--- config.mk ---
export PLATFORM = sky130hd
export DESIGN_NAME = mbd_ram
export DESIGN_NICKNAME = d
export VERILOG_FILES = /design/src/rtl/core/mbd_ram.sv
export SDC_FILE = /design/constraint.sdc
export NUM_CORES = 1
export LEC_CHECK = 0
export ABC_CLOCK_PERIOD_IN_PS = 6500
export BUFFER_PORTS_ARGS = -buffer_cell sky130_fd_sc_hd__buf_2
export CAP_MARGIN = 20
export CORE_UTILIZATION = 57
export DETAILED_ROUTE_END_ITERATION = 10
export GPL_TIMING_DRIVEN = 0
export PLACE_DENSITY = 0.83
export SLEW_MARGIN = 10
export SYNTH_ARGS = -nofsm -noshare
export SYNTH_HDL_FRONTEND = slang
export SYNTH_SLANG_ARGS = --single-unit
--- constraint.sdc ---
create_clock -name i_clk -period 6.5 [get_ports i_clk]
set_input_delay 0.975 -clock i_clk [delete_from_list [all_inputs] [get_ports i_clk]]
set_output_delay 0.975 -clock i_clk [all_outputs]
set_load 0.1 [all_outputs]
--- src/rtl/core/mbd_ram.sv ---
// Simple dual-port line store, registered read
module mbd_ram #(
    parameter int DEPTH = 2,
    parameter int AW    = 1,
    parameter int WIDTH = 36
) (
    input  logic             i_clk,
    input  logic             i_we,
    input  logic [AW-1:0]    i_waddr,
    input  logic [WIDTH-1:0] i_wdata,
    input  logic [AW-1:0]    i_raddr,
    output logic [WIDTH-1:0] o_rdata
);
    logic [WIDTH-1:0] r_mem [DEPTH];
    logic [WIDTH-1:0] r_rdata;

    always_ff @(posedge i_clk) begin
        if (i_we) begin
            r_mem[i_waddr] <= i_wdata;
        end
        r_rdata <= r_mem[i_raddr];
    end

    assign o_rdata = r_rdata;
endmodule

# After elaboration in Yosys (flattened, before gate mapping)
# Memory sizes are Yosys's and may differ from the RTL's. A register that Yosys moved wholly into a read port is not among the register bits.
# Index checks and enable logic that the tools add are counted.
# totals
input_bits,40
mem_bits_rw,72
n_memories,1
word_cells,3
out_inout_bits,36
register_bits,0
romBits,0
latch_bits,0
# memory_table
name,words,word_bits,rd,rd_ports_with_merged_regs,wr,line_no,text
r_mem,2,36,1,1,1,14,logic [WIDTH-1:0] r_mem [DEPTH];
# op_classes
bitwise,0
magnitude_cmp,0
eq_ne,0
n_mul,0
shift,0
n_reduce_logical,0
div,0
n_mux,2
add_sub_neg,0
# ops
cell,count
$mux W1,2

# Depth between registers and ports, before layout
# logic_depth
word_depth,2
ltp_mapped,3
ltp_nobuf,1

# Least setup slack after synthesis
# OpenSTA, ideal clock, no wires.
# synth_timing
path_type,in2reg
from,input port i_waddr
to,memory r_mem[0][0] (enable)
path_buffers,0
cell_stages,1
t_required_ps,6066
arrival_time_ps,2604
setup_ps,434
path_slack_ps,3462
path_cell_list,nor2b_1
# synth_lines
item,line_no,text
from (decl),9,"input logic [AW-1:0] i_waddr,"
to (decl),14,
# Straight into the memory's write port.

# Final worst setup path
# layout_timing
from,register r_rdata[0] (netlist: o_rdata[0]) (read register of r_mem)
to,output port o_rdata[0]
# layout_lines
item,line_no,text
from (decl),15,logic [WIDTH-1:0] r_rdata;
to (decl),12,output logic [WIDTH-1:0] o_rdata
# No word-level cell between the ends.

==> flow_metrics.tcl <==
set metrics [dict create \
    clock-sinks 108 \
    grt_pass1_wl_mm 7.12 \
    drive_above_1_share_pct 54.1 \
    synth_cell_types 8 \
    path_max_fanout 1 \
    io_pins 76 \
    cp_slowest_cell "buf_2" \
    fin_crit_sh_pct 32.2 \
    first_iter_violations 91 \
    fin_crit_ns 2.09 \
    syn_inst 150 \
    critPathMaxStageDelay_ns 0.42 \
    cp.required_ns 5.52 \
    via_count 1551 \
    cap_violations 0 \
    worstSkewPairLatency_ns 0.36 \
    route.detailed.drc 1 \
    vdd_drop_max_mv 0.206 \
    first_pass_iters 7 \
    dieHeight_um 80.2 \
    io_buffers 74 \
    critPathArrivalTime_ns 1.12 \
    max_freq_mhz 478 \
    wl_per_cell_um 15.3 \
    cts_resized 0 \
    fin_nets 277 \
    critPathKind "reg2out" \
    setup_tns_ns 0 \
    cts_tree "built" \
    seq_area_frac_synth_pct 82.7 \
    min_path_type "reg2reg" \
    place_congestion 0.666 \
    status "complete, but fails checks" \
    h-tree-depth 3 \
    floorplan.die_area_um2 6430 \
    hold_buffers 0 \
    grt-ovfl-total 0 \
    grt_max_degree 31 \
    finalClockSkew_ns 0.00730 \
    num_antenna_cells 0 \
    setup_viol 0 \
    root_buffer "clkbuf_8" \
    p_leak_nw 1.69 \
    fp-row-count 28 \
    rsz0062_at_grt "no" \
    cts-buffers-inserted 9 \
    crit_buf_inv 1 \
    post_cts_buffers 0 \
    synth_nets 190 \
    grt_usage_pct 16.3 \
    dp.cells 301 \
    syn_area_um2 3480 \
    stdcell_count 317 \
    ys_warn_count 0 \
    initial_utilization_pct 58.9 \
    grt_pass1_vias 1482 \
    coreArea_um2 5920 \
    synthToLayoutAreaGrowth_pct 20.0 \
    hold_viol 0 \
    cts_buffer_depth 2 \
    layout_common_cells "buf_2 (74), edfxtp_1 (72), dfxtp_1 (36), mux2_4 (30), clkbuf_8 (12)" \
    ant_nets 0 \
    path_clk_slew_ns 0.09 \
    crit_path_start_kind "flip-flop" \
    cp_cell_sequence "buf_2" \
    dp_hpwl_mm 3.18 \
    ys_ff_latch 108 \
    wl_mm 4.84 \
    relSlewSlack_pct 66.3 \
    synth.avg_cell_area_um2 23.2 \
    worstMarginPinSlew_ns 0.510 \
    vias_per_cell 4.89 \
    power_per_cell_area_nw_per_um2 338 \
    drv_slew 0 \
    violations "design-rule violations" \
    die_w_um 80.2 \
    critPathTopFamily "buffers and inverters" \
    antenna_found_initial 0 \
    final_common_cell "buf_2" \
    critPathCaptureType "output pin" \
]
Yosys cell counts:
library cell	instances	area, µm²
edfxtp_1	72	2160
dfxtp_1	36	721
mux2_4	30	450
mux2_2	6	67.6
buf_12	3	60.1
and2_1	1	6.26
buf_6	1	11.3
nor2b_1	1	6.26
worst paths after layout:
path,start,endpoint,slack [ns],cells after the start
worst min-delay path,r_mem[1][32],o_rdata[32],0.48,1
worst max register to register,r_mem[1][9],o_rdata[9],5.73,1
worst min register to register,r_mem[1][32],o_rdata[32],0.48,1
worst max-delay path,o_rdata[0],o_rdata[0],4.41,1
area by class of cell:
class                           count  area (µm²)
Tap cell                           75        93.8
Sequential cell                   108        2880
Clock inverter                      1        7.51
Timing Repair Buffer               76         410
Clock buffer                       15         176
Fill cell                         395        1740
Buffer                              4        71.3
Multi-Input combinational cell     38         539
state kept, by name (all words and copies together), names as in the netlist:
| signal | count |
|---|---|
| r_mem | 72 |
| o_rdata | 36 |
power breakdown:
| group | internal (mW) | total [mW] | switching [mW] |
|---|---|---|---|
| Combinational | 0.0563 | 0.242 | 0.186 |
| Sequential | 0.786 | 0.798 | 0.0121 |
| Clock | 0.172 | 0.372 | 0.200 |
| Total | 1.01 | 1.41 | 0.398 |
metrics by stage:
step           area, µm²  worst slack, ns  power [mW]  utilization (%)  hold slack, ns
6_report            4180             4.41        1.41             70.6           0.476
5_1_grt             4180             4.37        1.46             70.6           0.485
4_1_cts             4180             4.39        1.42             70.6           0.481
3_5_place_dp        4000             4.48        1.06             67.5           0.455
3_3_place_gp        3950             2.42        1.05             66.7           0.451
2_1_floorplan       3480             3.46        1.01                -           0.448
logic make-up after synthesis:
logic type	count (synthesis)	share of synthesized area, %
flip-flops	108	82.7
multiplexers	36	14.9
buffers and inverters	4	2.05
AND/OR/NAND/NOR	2	0.359
metal layers:
| metal | track usage, % | part of all wire, % | routed length, µm | vias to the layer above |
|---|---|---|---|---|
| li1 | - | - | - | 734 |
| met4 | 8.57 | 1.5 | 72 | 0 |
| met5 | 0 | 0 | 0 | - |
| met1 | 18.6 | 43 | 2100 | 759 |
| met3 | 6.48 | 5.3 | 257 | 6 |
| met2 | 26.4 | 50 | 2410 | 52 |
Note: power is estimated with default switching activity, not from simulation.
