**src/rtl/core/mbd_pkg.sv**
```systemverilog
// Types, constants and helpers of the mipmap box downsampler
package mbd_pkg;

    localparam int MAX_DIM    = 4096;
    localparam int MAX_LEVELS = 13;
    localparam int NUM_CELLS  = MAX_LEVELS - 1;
    localparam int DIM_W      = 13;
    localparam int POS_W      = 12;
    localparam int XY_W       = 11;
    localparam int CH_W       = 8;
    localparam int PSUM_W     = CH_W + 1;
    localparam int QSUM_W     = CH_W + 2;
    localparam int LVL_W      = 4;
    localparam int CNT_W      = 4;
    localparam int ADDR_W     = 3;
    localparam int DATA_W     = 32;

    typedef logic [3:0][CH_W-1:0]   t_texel;   // [3] red .. [0] alpha
    typedef logic [3:0][PSUM_W-1:0] t_psum;

    typedef struct packed {
        logic [XY_W-1:0] col;
        logic [XY_W-1:0] row;
        t_texel          px;
    } t_result;

    typedef struct packed {
        logic                         valid;
        logic                         alive;
        t_texel                       px;
        logic [CNT_W-1:0]             cnt;
        t_result [NUM_CELLS-1:0]      slots;
    } t_token;

    typedef struct packed {
        logic             active;
        logic [DIM_W-1:0] w;
        logic [DIM_W-1:0] h;
        logic [DIM_W-1:0] w1;
        logic [DIM_W-1:0] h1;
    } t_cell_cfg;

    typedef struct packed {
        logic            we;
        logic [XY_W-1:0] waddr;
        t_psum           wdata;
        logic [XY_W-1:0] raddr;
    } t_line_req;

    typedef enum logic [0:0] {
        REG_WIDTH  = 1'b0,
        REG_HEIGHT = 1'b1
    } t_reg_idx;

    // Dimension of a level: halve k times, never below one
    function automatic logic [DIM_W-1:0] f_level_dim(logic [DIM_W-1:0] base, int k);
        logic [DIM_W-1:0] d;
        d = base >> k;
        return (d == '0) ? DIM_W'(1) : d;
    endfunction

endpackage

```
**src/rtl/core/mbd_cell.sv**
```systemverilog
// One mip level: position, pair sum, line store access, output stage
module mbd_cell (
    input  logic              i_clk,
    input  logic              i_rst_n,
    input  logic              i_en,
    input  logic              i_clr,
    input  mbd_pkg::t_cell_cfg i_cfg,
    input  mbd_pkg::t_token   i_tok,
    output mbd_pkg::t_token   o_tok,
    output mbd_pkg::t_line_req o_req,
    input  mbd_pkg::t_psum    i_rdata
);
    import mbd_pkg::*;

    logic [POS_W-1:0] r_col, r_row, n_col, n_row;
    t_texel           r_pair;
    logic             r_fwd, n_fwd;
    t_psum            r_fwd_data;
    t_token           r_tok, n_tok;

    logic             go, upd, col_end, row_end, in_range, wide, tall;
    logic             pair_hold, line_hold, emit;
    logic [XY_W-1:0]  x, y;
    t_psum            p, ln;
    logic [3:0][QSUM_W-1:0] s;
    t_texel           avg;

    always_comb begin
        go      = i_tok.valid && i_tok.alive && i_cfg.active;
        upd     = i_en && go;
        col_end = (DIM_W'(r_col) + DIM_W'(1)) >= i_cfg.w;
        row_end = (DIM_W'(r_row) + DIM_W'(1)) >= i_cfg.h;
        x       = r_col[POS_W-1:1];
        y       = r_row[POS_W-1:1];
        in_range = (DIM_W'(x) < i_cfg.w1) && (DIM_W'(y) < i_cfg.h1);
        wide    = i_cfg.w != DIM_W'(1);
        tall    = i_cfg.h != DIM_W'(1);
        pair_hold = go && in_range && wide && !r_col[0];
        line_hold = go && in_range && !pair_hold && tall && !r_row[0];
        emit      = go && in_range && !pair_hold && !line_hold;
        ln = r_fwd ? r_fwd_data : i_rdata;
        for (int ch = 0; ch < 4; ch++) begin
            p[ch] = wide ? ({1'b0, i_tok.px[ch]} + {1'b0, r_pair[ch]})
                         : {1'b0, i_tok.px[ch]};
            s[ch] = tall ? ({1'b0, p[ch]} + {1'b0, ln[ch]}) : {1'b0, p[ch]};
            case ({wide, tall})
                2'b11:        avg[ch] = s[ch][CH_W+1:2];
                2'b10, 2'b01: avg[ch] = s[ch][CH_W:1];
                default:      avg[ch] = s[ch][CH_W-1:0];
            endcase
        end
    end

    // Advance the level position; wrap at the end of the level, restart at zero on a clear
    always_comb begin
        n_col = r_col;
        n_row = r_row;
        if (i_clr) begin
            n_col = '0;
            n_row = '0;
        end else if (upd) begin
            if (col_end) begin
                n_col = '0;
                n_row = row_end ? '0 : r_row + POS_W'(1);
            end else begin
                n_col = r_col + POS_W'(1);
            end
        end
    end

    // Prefetch the line entry of the next texel; forward a same-cycle write
    always_comb begin
        o_req.we    = i_en && line_hold;
        o_req.waddr = x;
        o_req.wdata = p;
        o_req.raddr = n_col[POS_W-1:1];
        n_fwd       = o_req.we && (x == o_req.raddr);
    end

    always_comb begin
        n_tok       = i_tok;
        n_tok.alive = emit;
        if (emit) begin
            n_tok.px               = avg;
            n_tok.slots[i_tok.cnt] = '{col: x, row: y, px: avg};
            n_tok.cnt              = i_tok.cnt + CNT_W'(1);
        end
    end

    always_ff @(posedge i_clk) begin
        if (!i_rst_n) begin
            r_col <= '0;
            r_row <= '0;
            r_fwd <= 1'b0;
            r_tok <= '0;
        end else begin
            r_col <= n_col;
            r_row <= n_row;
            r_fwd <= n_fwd;
            if (i_en) begin
                r_tok <= n_tok;
            end
        end
    end

    always_ff @(posedge i_clk) begin
        r_fwd_data <= p;
        if (upd && pair_hold) begin
            r_pair <= i_tok.px;
        end
    end

    assign o_tok = r_tok;
endmodule

```
**config.mk**
```make
export PLATFORM = sky130hd
export DESIGN_NAME = mbd_cell
export DESIGN_NICKNAME = d
export VERILOG_FILES = /design/src/rtl/core/mbd_pkg.sv /design/src/rtl/core/mbd_cell.sv
export SDC_FILE = /design/constraint.sdc
export NUM_CORES = 2
export LEC_CHECK = 0
export ABC_AREA = 1
export BUFFER_PORTS_ARGS = -buffer_cell sky130_fd_sc_hd__buf_2
export CAP_MARGIN = 20
export CORE_AREA = 2 2 586 588
export DETAILED_ROUTE_END_ITERATION = 6
export DIE_AREA = 0 0 588 590
export MAX_ROUTING_LAYER = met4
export PLACE_DENSITY = 0.39
export SLEW_MARGIN = 20
export SYNTH_ARGS = -nofsm -noshare
export SYNTH_HDL_FRONTEND = slang
export SYNTH_SLANG_ARGS = --single-unit
```
**constraint.sdc**
```tcl
create_clock -name i_clk -period 3.87 [get_ports i_clk]
set_clock_uncertainty 0.1 [all_clocks]
set_input_delay 0.1935 -clock i_clk [delete_from_list [all_inputs] [get_ports i_clk]]
set_output_delay 0.1935 -clock i_clk [all_outputs]
set_load 0.005 [all_outputs]
```
Word level (Yosys, flattened, before mapping) --
Cells that the tools add are included. W data, S select, Z words.
Storage, ports and cells: register bits after elaboration 779, latch bits 0, memory bits (writable) 0, ROM bits 0, bits of input ports 779, output and inout port bits 745, logic and storage cells 160, memories kept 0
Operators by class: add/sub/neg operators 13, $mul 0, div/mod/pow operators 0, order comparisons 6, equality and inequality tests 6, shift-type cells 0, muxes and demuxes 21, bitwise gates (word level) 1, reductions and logical operators 22
Operators by type and width (number):
- $mux W684 | 1
- $bwmux W648 | 1
- $demux W54 S4 | 1
- $pmux W8 S2 | 4
- $mux W54 | 1
- $mux W12 | 4
- $add A9 B9 Y10 | 4
- $mux W10 | 4
- $add A8 B8 Y9 | 4
- $mux W36 | 1
- $mux W9 | 4
- $add A12 B1 Y13 const B | 2
- $ge A13 B13 Y1 | 2
- $lt A11 B13 Y1 | 2
- $ne A13 B1 Y1 const B | 2
- $add A12 B1 Y12 const B | 2
- $logic_and A1 B1 Y1 | 15
- $eq A11 B11 Y1 | 1
- $lt A4 B5 Y1 const B | 1
- $add A4 B1 Y4 const B | 1
- $eq A2 B2 Y1 const B | 2
- $ge A4 B1 Y1 const B | 1
- $logic_not A1 Y1 | 4
- $reduce_or A2 Y1 | 2
- other kinds (3) | 3

Longest topological paths before layout --
word-level depth 12, depth in mapped cells 27, depth with buffers taken out 26

Worst setup path after synthesis --
OpenSTA, ideal clock, no wires.
kind register -> register, start reg r_pair[24] in the netlist's numbering, end reg r_tok (netlist bit o_tok[683]), library setup time 0.128 ns, data arrival time 3.381 ns, required time 3.642 ns, slack 0.261 ns, cell stages (with the launch flop) 23, buffers on the path 1, period minus slack after synthesis 3.609 ns, cell sequence edfxtp_1 > ha_1 > fa_1 > a31oi_1 > inv_1 > nand2_1 > nand2_1 > a21oi_1 > nand2_1 > nand3_1 > nand2_1 > ha_1 > inv_1 > o311ai_0 > xor2_1 > nand2_1 > nand3_1 > nand3_1 > nand2_1 > buf_2 > nor2_1 > a221oi_1 > nor2_1
RTL lines:
- start, declared | RTL line mbd_cell.sv:16 | t_texel r_pair;
- start signal, assigned | RTL line mbd_cell.sv:109 | r_pair <= i_tok.px;
- end signal, assigned | RTL line mbd_cell.sv:101 | r_tok <= n_tok;
- end, declared | RTL line mbd_cell.sv:19 | t_token r_tok, n_tok;

==> impl_metrics.tcl <==
set metrics [dict create \
    area_delta_synth_final_pct 82.3 \
    setup-violations-final 11 \
    clkSinkCount 779 \
    path_clk_slew_ps 60 \
    synth_compound_area_share_pct 23.8 \
    drtIter0Drc 3976 \
    cap_violations 0 \
    rows 215 \
    critPathLaunchType "flop" \
    routed_wl_mm 414 \
    synth_ff_type "dfxtp_1" \
    synth.distinct_cells 53 \
    grt_pass1_wl_mm 518 \
    rr_endpoint "r_fwd$_SDFF_PN0_" \
    leakagePower_nw 31.0 \
    synth_common_cells "nand2_1 (1497), a21oi_1 (951), dfxtp_1 (747), nor2_1 (451), o21ai_0 (323)" \
    path_max_fanout 4 \
    ios 1524 \
    place_area_um2 56500 \
    cts-root-buf "clkbuf_16" \
    grt_overflow_total 0 \
    hpwlAfterDp_mm 329 \
    hp-class "in -> reg" \
    slew_violations 0 \
    synth_area_um2 39500 \
    route.detailed.drc 0 \
    async_reset_ff_share_pct 0 \
    yosysMostFrequentCell "nand2_1" \
    hold_viol_final 0 \
    worstHoldPathCells 4 \
    r2r_cells 30 \
    port_buffers 1523 \
    design_area_um2 71900 \
    fin_nets 9103 \
    status "finished, violations left" \
    antenna_left 0 \
    start_util_pct 11.6 \
    maxSlewHeadroom_pct 25.5 \
    required_ps 3580 \
    fmax_mhz 247 \
    fill_cells 38800 \
    post-route-period-util_pct 104 \
    dr.pass1.iters 5 \
    yosys.area_share.simple_pct 22.1 \
    worstHoldEndpoint "o_tok[150]$_SDFFE_PN0P_" \
    setup_ws_ps -173 \
    gp_congestion 0.934 \
    insertion_delay_ps 870 \
    ys_seq_area_share_pct 40.3 \
    grt_use_total_pct 23.3 \
    crit_path_end_kind "output pin" \
    dieArea_um2 347000 \
    synth_nets 6512 \
    detail_route.wl_per_cell_um 31.8 \
    synth_area_leaders "dfxtp_1 (38%), nand2_1 (14%), a21oi_1 (12%)" \
    netlist.area_leader.share_pct 37.9 \
    rsz0062_at_grt "yes" \
    synth_edf_count 32 \
    synthAdderAreaFrac_pct 4.27 \
    synth_xor_area_share_pct 0.910 \
    postLayoutCoreUtil_pct 21.1 \
    power_density_nw_per_um2 404 \
    synth_top_area_cell "dfxtp_1" \
    grt_pass1_vias 49900 \
    fin_crit_ps 4040 \
    grt_max_degree 184 \
    die_h_um 590 \
    clockBufferDepth 4 \
    postSynthCellCount 5603 \
    die_w_um 588 \
    vias 52600 \
    min-delay-start "i_tok[150]" \
    antenna_found_initial 243 \
    yosys_warnings 0 \
    reg2reg_slack_ps -150 \
    ir_drop_uv 386 \
    tightestPinTransition_ps 1120 \
    cts_max_level 3 \
    avgSynthCellArea_um2 7.04 \
    synth_top_family_by_area "compound AO/OA/AOI/OAI gates" \
    cts_tree "yes" \
    reg2reg_from "r_col[1]$_SDFF_PN0_" \
    synthMuxAreaShare_pct 0.882 \
    violations "negative setup slack" \
    critPathArrivalTime_ps 3750 \
    ys_ff_latch 779 \
    power.total_mw 29.1 \
    drive_above_1_share_pct 34.9 \
    critical_path_class "reg -> out" \
    cts_inserted_buffers 121 \
    core_area_um2 341000 \
    routed_via_density 4.04 \
]
## placed cells by master (no fill, tap or decap), types with 15 or more instances in the layout
| master | count |
|---|---|
| a21o_1 | 43 |
| nand3_2 | 45 |
| buf_6 | 23 |
| clkinv_2 | 22 |
| o211ai_1 | 227 |
| clkbuf_16 | 126 |
| ha_4 | 33 |
| nor2_1 | 432 |
| nand4_1 | 15 |
| o21ai_1 | 67 |
| clkbuf_8 | 24 |
| nand2_2 | 97 |
| nand2_4 | 34 |
| or2_2 | 15 |
| buf_2 | 1517 |
| mux2_2 | 30 |
| inv_1 | 211 |
| a21oi_1 | 873 |
| diode_2 | 163 |
| o21ai_0 | 271 |
| buf_4 | 491 |
| inv_2 | 54 |
| dlygate4sd3_1 | 766 |
| nand2_1 | 1361 |
| o221ai_1 | 25 |
| ha_1 | 87 |
| o21ai_4 | 15 |
| xor2_1 | 27 |
| nand3_1 | 109 |
| dfxtp_1 | 742 |
| edfxtp_1 | 32 |
| a21oi_2 | 74 |
| buf_12 | 113 |
## worst max path at each step
stage / startpoint / to / slack [ps] / cells after the start
after floorplan: r_pair[24]$_DFFE_PP_ / o_tok[683]$_SDFFE_PN0P_ / 260 / 22
after global placement: i_cfg[50] / o_tok[128]$_SDFFE_PN0P_ / -1060 / 26
after detailed placement: i_cfg[50] / o_tok[128]$_SDFFE_PN0P_ / -990 / 26
after CTS: r_col[1]$_SDFF_PN0_ / o_req[6] / -290 / 22
after global routing: r_col[1]$_SDFF_PN0_ / o_req[10] / -400 / 22
final: r_col[1]$_SDFF_PN0_ / o_req[10] / -170 / 23
## state kept, by name, summed over array words and instances, names as in the netlist
name        count
r_row          12
r_col          12
r_fwd_data     36
r_fwd           1
o_tok         686
r_pair         32
## final cells by class
| type | instances | area (um2) | share of cell area [%] |
|---|---|---|---|
| repair buffers | 2922 | 21800 | 30.3 |
| clock inverters | 58 | 742 | 1.03 |
| flip-flops and latches | 779 | 15900 | 22.1 |
| diodes | 163 | 408 | 0.567 |
| multi-input cells | 4085 | 22800 | 31.7 |
| inverters | 285 | 1130 | 1.57 |
| clock buffers | 160 | 3440 | 4.78 |
| well taps | 4557 | 5700 | 7.93 |
## where the power goes
group | internal, mW | leakage [nW] | switching [mW]
clock | 7.10 | 2.05 | 4.99
combinational | 3.16 | 22.5 | 5.06
sequential | 8.51 | 6.46 | 0.235
## critical path, cell delays in order (launching register included)
cell and delay, ps:
dfxtp_4 370, ha_4 140, nand3_2 60, nor2_1 90, inv_1 60, buf_4 130
buf_4 120, buf_4 120, buf_4 120, buf_4 130, nand2_2 90, inv_1 90
ha_4 270, nand4_1 80, nor2_1 90, nand3b_1 90, nand3_2 120, nand2_2 90
nand2_4 90, inv_4 40, o211ai_1 140, inv_1 120, buf_6 140, buf_6 100
## per-layer routing
metal  vias to the layer above  share of wire [%]  global-route usage, %
li1                      24300                  -                      -
met1                     25300                 41                   27.4
met2                      2348                 46                   37.2
met3                       588                8.7                   7.39
met4                         0                4.1                   7.79
met5                         -                  0                      -
## what timing repair did
item,4_1_cts,5_1_grt
setup endpoints to repair,251,380
hold endpoints to repair,767,0
buffers inserted,63,45
resized for setup,180,390
gates cloned,3,4
pin swaps,54,199
hold buffers,766,0
## cell families after synthesis
kind of cell / after synthesis
AO/OA/AOI/OAI: 1686
AND/OR/NAND/NOR: 2197
flip-flops: 779
XOR/XNOR: 41
buffers and inverters: 739
multiplexers: 31
adder cells (fa/ha/maj): 130
## through the flow
step | hold slack, ps | setup TNS (ps) | setup WS (ps) | cells
6_report | 63.7 | -1360 | -173 | 13000
5_1_grt | 31.4 | -7800 | -401 | 13000
4_1_cts | 0.0290 | -2750 | -291 | 12800
3_5_place_dp | 352 | -274620 | -986 | 11800
3_3_place_gp | 349 | -296190 | -1060 | 11800
2_1_floorplan | 192 | 0 | 261 | 5603
No activity file was read; power rests on OpenSTA's default activity.
