===== src/rtl/core/mbd_pkg.sv =====
// Types, constants and helpers of the mipmap box downsampler
package mbd_pkg;

    localparam int MAX_DIM    = 4096;
    localparam int MAX_LEVELS = 13;
    localparam int NUM_CELLS  = MAX_LEVELS - 1;
    localparam int DIM_W      = 13;
    localparam int POS_W      = 12;
    localparam int XY_W       = 11;
    localparam int CH_W       = 8;
    localparam int PSUM_W     = CH_W + 1;
    localparam int QSUM_W     = CH_W + 2;
    localparam int LVL_W      = 4;
    localparam int CNT_W      = 4;
    localparam int ADDR_W     = 3;
    localparam int DATA_W     = 32;

    typedef logic [3:0][CH_W-1:0]   t_texel;   // [3] red .. [0] alpha
    typedef logic [3:0][PSUM_W-1:0] t_psum;

    typedef struct packed {
        logic [XY_W-1:0] col;
        logic [XY_W-1:0] row;
        t_texel          px;
    } t_result;

    typedef struct packed {
        logic                         valid;
        logic                         alive;
        t_texel                       px;
        logic [CNT_W-1:0]             cnt;
        t_result [NUM_CELLS-1:0]      slots;
    } t_token;

    typedef struct packed {
        logic             active;
        logic [DIM_W-1:0] w;
        logic [DIM_W-1:0] h;
        logic [DIM_W-1:0] w1;
        logic [DIM_W-1:0] h1;
    } t_cell_cfg;

    typedef struct packed {
        logic            we;
        logic [XY_W-1:0] waddr;
        t_psum           wdata;
        logic [XY_W-1:0] raddr;
    } t_line_req;

    typedef enum logic [0:0] {
        REG_WIDTH  = 1'b0,
        REG_HEIGHT = 1'b1
    } t_reg_idx;

    // Dimension of a level: halve k times, never below one
    function automatic logic [DIM_W-1:0] f_level_dim(logic [DIM_W-1:0] base, int k);
        logic [DIM_W-1:0] d;
        d = base >> k;
        return (d == '0) ? DIM_W'(1) : d;
    endfunction

endpackage


===== src/rtl/core/mbd_if.sv =====


interface mbd_out_if;
    import mbd_pkg::*;
    logic             valid;
    logic             ready;
    logic [LVL_W-1:0] level;
    logic [XY_W-1:0]  col;
    logic [XY_W-1:0]  row;
    logic [CH_W-1:0]  red_out;
    logic [CH_W-1:0]  green_out;
    logic [CH_W-1:0]  blue_out;
    logic [CH_W-1:0]  alpha_out;
    logic             last_of_run;
    modport source (output valid, level, col, row, red_out, green_out, blue_out,
                    alpha_out, last_of_run, input ready);
    modport sink   (input valid, level, col, row, red_out, green_out, blue_out,
                    alpha_out, last_of_run, output ready);
endinterface


===== src/rtl/core/mbd_drain.sv =====
// Result serializer: takes a finished run and hands out one beat per result
module mbd_drain (
    input  logic            i_clk,
    input  logic            i_rst_n,
    input  mbd_pkg::t_token i_tail,
    output logic            o_en,
    mbd_out_if.source       o_out
);
    import mbd_pkg::*;

    logic                    r_busy;
    logic [CNT_W-1:0]        r_left;
    logic [LVL_W-1:0]        r_lvl;
    t_result [NUM_CELLS-1:0] r_slots;
    logic                    offer, fire, free, load;

    always_comb begin
        offer = i_tail.valid && (i_tail.cnt != '0);
        fire  = r_busy && o_out.ready;
        free  = !r_busy || (o_out.ready && r_left == CNT_W'(1));
        o_en  = !offer || free;
        load  = offer && free;
    end

    always_ff @(posedge i_clk) begin
        if (!i_rst_n) begin
            r_busy <= 1'b0;
        end else if (load) begin
            r_busy <= 1'b1;
        end else if (fire && r_left == CNT_W'(1)) begin
            r_busy <= 1'b0;
        end
    end

    always_ff @(posedge i_clk) begin
        if (load) begin
            r_left  <= i_tail.cnt;
            r_lvl   <= LVL_W'(1);
            r_slots <= i_tail.slots;
        end else if (fire) begin
            r_left  <= r_left - CNT_W'(1);
            r_lvl   <= r_lvl + LVL_W'(1);
            r_slots <= r_slots >> $bits(t_result);
        end
    end

    assign o_out.valid       = r_busy;
    assign o_out.level       = r_lvl;
    assign o_out.col         = r_slots[0].col;
    assign o_out.row         = r_slots[0].row;
    assign o_out.red_out     = r_slots[0].px[3];
    assign o_out.green_out   = r_slots[0].px[2];
    assign o_out.blue_out    = r_slots[0].px[1];
    assign o_out.alpha_out   = r_slots[0].px[0];
    assign o_out.last_of_run = r_left == CNT_W'(1);
endmodule


===== src/flat_wrapper.sv =====
// flat-port wrapper written by rule: the top's interface ports become plain ports
module mbd_drain_flat import mbd_pkg::*;
  (i_clk, i_rst_n, i_tail, o_en, o_out_valid, o_out_level, o_out_col, o_out_row, o_out_red_out, o_out_green_out, o_out_blue_out, o_out_alpha_out, o_out_last_of_run, o_out_ready);
  mbd_out_if o_out_i ();
  input  logic i_clk;
  input  logic i_rst_n;
  input  mbd_pkg::t_token i_tail;
  output logic o_en;
  output wire logic [$bits(o_out_i.valid)-1:0] o_out_valid;
  output wire logic [$bits(o_out_i.level)-1:0] o_out_level;
  output wire logic [$bits(o_out_i.col)-1:0] o_out_col;
  output wire logic [$bits(o_out_i.row)-1:0] o_out_row;
  output wire logic [$bits(o_out_i.red_out)-1:0] o_out_red_out;
  output wire logic [$bits(o_out_i.green_out)-1:0] o_out_green_out;
  output wire logic [$bits(o_out_i.blue_out)-1:0] o_out_blue_out;
  output wire logic [$bits(o_out_i.alpha_out)-1:0] o_out_alpha_out;
  output wire logic [$bits(o_out_i.last_of_run)-1:0] o_out_last_of_run;
  input wire logic [$bits(o_out_i.ready)-1:0] o_out_ready;
  assign o_out_valid = o_out_i.valid;
  assign o_out_level = o_out_i.level;
  assign o_out_col = o_out_i.col;
  assign o_out_row = o_out_i.row;
  assign o_out_red_out = o_out_i.red_out;
  assign o_out_green_out = o_out_i.green_out;
  assign o_out_blue_out = o_out_i.blue_out;
  assign o_out_alpha_out = o_out_i.alpha_out;
  assign o_out_last_of_run = o_out_i.last_of_run;
  assign o_out_i.ready = o_out_ready;
  mbd_drain u_core (.i_clk(i_clk), .i_rst_n(i_rst_n), .i_tail(i_tail), .o_en(o_en), .o_out(o_out_i));
endmodule

===== config.mk =====
export PLATFORM = sky130hd
export DESIGN_NAME = mbd_drain_flat
export DESIGN_NICKNAME = d
export VERILOG_FILES = /design/src/rtl/core/mbd_pkg.sv /design/src/rtl/core/mbd_if.sv /design/src/rtl/core/mbd_drain.sv /design/src/flat_wrapper.sv
export SDC_FILE = /design/constraint.sdc
export NUM_CORES = 1
export LEC_CHECK = 0
export ABC_CLOCK_PERIOD_IN_PS = 53700
export BUFFER_PORTS_ARGS = -buffer_cell sky130_fd_sc_hd__buf_2
export CORE_MARGIN = 1.5
export CORE_UTILIZATION = 30
export CTS_CLUSTER_DIAMETER = 150
export DETAILED_ROUTE_END_ITERATION = 16
export HOLD_SLACK_MARGIN = 0.06
export PLACE_DENSITY_LB_ADDON = 0.15
export SLEW_MARGIN = 20
export SYNTH_ARGS = -nofsm -noshare
export SYNTH_HDL_FRONTEND = slang
export SYNTH_SLANG_ARGS = --single-unit

===== constraint.sdc =====
create_clock -name i_clk -period 53.7 [get_ports i_clk]
set_input_delay 5.37 -clock i_clk [delete_from_list [all_inputs] [get_ports i_clk]]
set_output_delay 5.37 -clock i_clk [all_outputs]
set_load 0.1 [all_outputs]

* Word-level counts from Yosys, hierarchy flattened
Cells that the tools add are included.
** Operators by class
- $add $sub $neg :: 2
- Eq/ne operators :: 1
- Multiplexer cells :: 6
- Reduce and logical (&&, ||, !) cells :: 12
** Operator list (count)
- $mux 648 :: 2
- $mux 4 :: 2
- $logic_and 1x1->1 :: 5
- $add 4x1->4 const B :: 1
- $eq 4x1->1 const B :: 1
- $reduce_bool 2->1 :: 2
- $reduce_bool 4->1 :: 1
- $sub 4x1->4 const B :: 1
- $logic_not 1->1 :: 2
- $logic_or 1x1->1 :: 2
- $mux 1 :: 2
** Storage, ports and cells
- Flip-flop bits (word level) :: 657
- Input bits :: 689
- Output and inout bits :: 61
- Word-level logic and storage cells :: 96

* Logic depth before layout (Yosys ltp)
- Word-level depth :: 5
- Gate-level depth with buffers :: 8
- Gate-level depth less buffers :: 5

* Worst setup path before layout
OpenSTA, ideal clock, no wires.
- Kind :: input-to-reg
- Start :: in i_tail[650] (netlist name)
- End :: reg u_core.r_slots, in the netlist u_core.o_out.alpha_out[0], enable pin
- Library setup time :: 2.575 ns
- Arrival :: 50.833 ns
- Setup slack :: 0.292 ns
- Stages :: 2
- Path buffers :: 0
- Path through :: o41ai_2 -> o21ai_0
** On the way
- Longest elaborated chain between the ends :: 4
** Ends and longest elaborated chain
- from (decl) :: line flat_wrapper.sv:7 : input mbd_pkg::t_token i_tail;
- $reduce_bool 4->1 :: line mbd_drain.sv:18 : offer = i_tail.valid && (i_tail.cnt != '0);
- $logic_and 1x1->1 :: line mbd_drain.sv:18
- $logic_and 1x1->1 :: line mbd_drain.sv:22 : load = offer && free;
- $reduce_bool 2->1 (no source line)
- to (signal assigned) :: line mbd_drain.sv:39 : r_slots <= i_tail.slots;
- to (signal assigned) :: line mbd_drain.sv:43 : r_slots <= r_slots >> $bits(t_result);
- to (decl) :: line mbd_drain.sv:14 : t_result [NUM_CELLS-1:0] r_slots;
No other way between the ends.
A chain may end at the register's enable or synchronous reset.

* Final worst setup path
- Start :: in i_tail[650] (netlist name)
- End :: out o_en
** On the way
- Longest elaborated chain between the ends :: 4
** Ends and longest elaborated chain
- $reduce_bool 4->1 :: line mbd_drain.sv:18
- $logic_and 1x1->1 :: line mbd_drain.sv:18
- $logic_not 1->1 :: line mbd_drain.sv:21 : o_en = !offer || free;
- $logic_or 1x1->1 :: line mbd_drain.sv:21
- to (decl) :: line flat_wrapper.sv:8 : output logic o_en;
No other way between the ends.

==> impl_metrics.tcl <==
set metrics [dict create \
    powerDensity_mw_per_mm2 38.6 \
    ir_worst_vdd_uv 21.7 \
    skew_ns 0.0233 \
    synth_most_common_cell "edfxtp_1" \
    fp.dieH_um 312 \
    whs_path_depth 2 \
    finalSetupTns_ns 0 \
    cts_tree "yes" \
    dp_hpwl_um 51500 \
    clock_sinks 657 \
    hold_path.class "register to register" \
    fin_crit_ns 11.89 \
    nets 2852 \
    cts.repair.resized 0 \
    required_ns 48.33 \
    syn-num-nets 2164 \
    utilization_pct 37.6 \
    ys_top_cells_by_area "edfxtp_1 (68%), mux2_2 (16%), mux2_4 (9.6%), buf_4 (1.4%), and2_1 (1.2%)" \
    antenna_found_initial 64 \
    synth_top_area_share_pct 68.5 \
    ys_types 31 \
    hold_path_end "u_core.o_out.level[1]$_SDFFE_PP0P_" \
    post_drt_wl_per_cell_um 20.3 \
    clockBufferDepth 3 \
    worstSkewPairLatency_ns 0.64 \
    stdcell_count 3517 \
    critPathTopFamily "buffers and inverters" \
    path_clk_slew_ns 0.06 \
    drive_gt1_share_pct 64.2 \
    ys_seq_area_share_pct 68.8 \
    path_common_cell "buf_2" \
    syn_area_mm2 0.0286 \
    routed_via_density 4.22 \
    rsz0062_at_grt "no" \
    ant_nets 0 \
    root_buffer "clkbuf_16" \
    final_max_slew_viol_count 0 \
    syn_avg_cell_area_um2 19.4 \
    worstPathArrival_ns 6.52 \
    num_rows 113 \
    grt_pass1_wl_um 103000 \
    r2r_slack_ns 47.99 \
    cp-end-kind "output pin" \
    grt_max_degree 182 \
    status "completed" \
    ioPinCount 750 \
    hold_buffers 0 \
    area_growth_pct 24.7 \
    cts_buffers 80 \
    synthTopCellsByCount "edfxtp_1 (652), mux2_2 (397), mux2_4 (182)" \
    critPathBufInv 2 \
    maxSlewHeadroom_pct 25.2 \
    grt_overflow 0 \
    yosysWarnings 0 \
    drc_errors 0 \
    core_mm2 0.0947 \
    worstSetupStartpointType "input pin" \
    critical_path.slowest_cell "o41a_1" \
    critical_path.cell_chain "buf_2 -> o41a_1 -> nand2_1 -> buf_2" \
    r2r_start "u_core.r_left[1]$_DFFE_PP_" \
    grt_pass1_vias 15900 \
    clock.fmax_mhz 84.1 \
    min_period_over_period_pct 22.1 \
    finalSetupViolations 0 \
    wl_um 71300 \
    synth-main-ff-cell "edfxtp_1" \
    worstMarginPinSlew_ns 1.12 \
    drv_cap 0 \
    p_leak_nw 13.8 \
    worstPathMaxFanout 6 \
    place.gp.congestion 0.829 \
    synth_seq_cells 657 \
    critical_path_class "input pin to output pin" \
    critical_path.reg2reg.endpoint "u_core.r_slots[107]$_DFFE_PP_" \
    hp-start "u_core.o_out.level[1]$_SDFFE_PP0P_" \
    track_usage_pct 14.2 \
    postCtsSetupBuffers 0 \
    vias 14800 \
    synth_top_area_cell "edfxtp_1" \
    slowest_delay_ns 0.50 \
    start_util_pct 30.2 \
    htreeDepth 3 \
    port_buffers 716 \
    synthCells 1472 \
    synth_edf_count 652 \
    fp.dieW_um 312 \
    dr.pass1.iters 4 \
    drtIter0Drc 990 \
    fin_hold_ws_ns 0.502 \
    place_inst 3343 \
    synth_async_sr_flop_share_pct 0 \
    finalHoldViolCount 0 \
    die_area_mm2 0.0971 \
    r2r_cells 9 \
]
-- per-stage QoR --
step | instance area (um2) | setup WS (ns) | power [mW]
final | 35700 | 41.81 | 1.38
after global routing | 35600 | 41.77 | 1.43
after detailed placement | 33000 | 41.82 | 0.857
after floorplan | 28600 | 0.292 | 0.894
after global placement | 33000 | 41.82 | 0.854
after CTS | 35600 | 41.81 | 1.40
-- flip-flops by register name, summed over array words and instances (netlist names), 4 cells and up --
register / count
u_core.o_out.row: 11
u_core.r_left: 4
u_core.o_out.col: 11
u_core.o_out.alpha_out: 8
u_core.o_out.green_out: 8
u_core.o_out.level: 4
u_core.r_slots: 594
u_core.o_out.red_out: 8
u_core.o_out.blue_out: 8
-- how the worst max path moves through the flow --
| stage | from | endpoint | slack (ns) | cells past startpoint |
|---|---|---|---|---|
| after floorplan | i_tail[650] | u_core.o_out.alpha_out[0]$_DFFE_PP_ | 0.29 | 2 |
| after global placement | i_tail[650] | o_en | 41.82 | 4 |
| after detailed placement | i_tail[650] | o_en | 41.82 | 4 |
| after CTS | i_tail[650] | o_en | 41.81 | 4 |
| after global routing | i_tail[650] | o_en | 41.77 | 4 |
| final | i_tail[650] | o_en | 41.81 | 4 |
-- layout by cell type (no fill, tap or decap), types with 2 or more instances in the layout --
cell       netlist  layout
a21oi_1          5       5
and2_1          55      55
buf_2           44     716
buf_4           54      13
buf_6           23       3
bufinv_16        0       7
clkbuf_1         6      17
clkbuf_16        0      83
clkbuf_8         0       3
clkinv_1         0      14
clkinv_2         0      11
clkinv_4         0       2
dfxtp_1          5       5
diode_2          0      32
edfxtp_1       652     652
ha_1             3       3
inv_1            4       4
inv_6            0       4
mux2_1          18      18
mux2_2         397     397
mux2_4         182     182
nand2_1          3       3
nand3_1          2       2
o21ai_0          3       2
xor2_1           2       2
-- per-layer routing --
layer  GRT usage [%]  up-vias  wire [um]
li1                -     7099          -
met3            4.39      156       4870
met2            24.5      493      36200
met5               0        -        217
met4            6.27       34       2140
met1            16.2     7064      27900
-- report_power, final --
| group | internal [mW] | switching [mW] |
|---|---|---|
| Clock | 0.320 | 0.213 |
| Sequential | 0.642 | 0.0157 |
| Combinational | 0.0860 | 0.0998 |
| Total | 1.05 | 0.328 |
-- kinds of logic (layout without fill, tap and decap cells) --
kind of cell,Yosys count,count (layout),synth area share (%)
DFF,657,657,68.8
and+or+nand+nor,65,65,1.40
buffers and inverters,131,879,3.23
adders and majority gates,3,3,0.131
muxes,598,598,25.9
other,0,32,0
xor gates and xnor gates,2,2,0.0613
AOI/OAI and AO/OA,16,16,0.403
-- worst register-to-register path: stages, from the launching register on --
cell,delay (ns)
edfxtp_1,0.40
inv_1,0.10
ha_1,0.17
nand4bb_1,0.18
a21oi_4,0.76
buf_4,0.67
buf_4,0.88
buf_4,0.83
buf_4,0.96
mux2_2,0.51
-- cell type report --
class	count	area, um2
Multi-Input combinational cell	684	8000
Fill cell	9073	59100
Tap cell	1265	1580
Timing Repair Buffer	733	3730
Sequential cell	657	19700
Clock inverter	39	378
Antenna cell	32	80.1
Clock buffer	103	2180
Inverter	4	15.0
No activity file was read; power rests on OpenSTA's default activity.
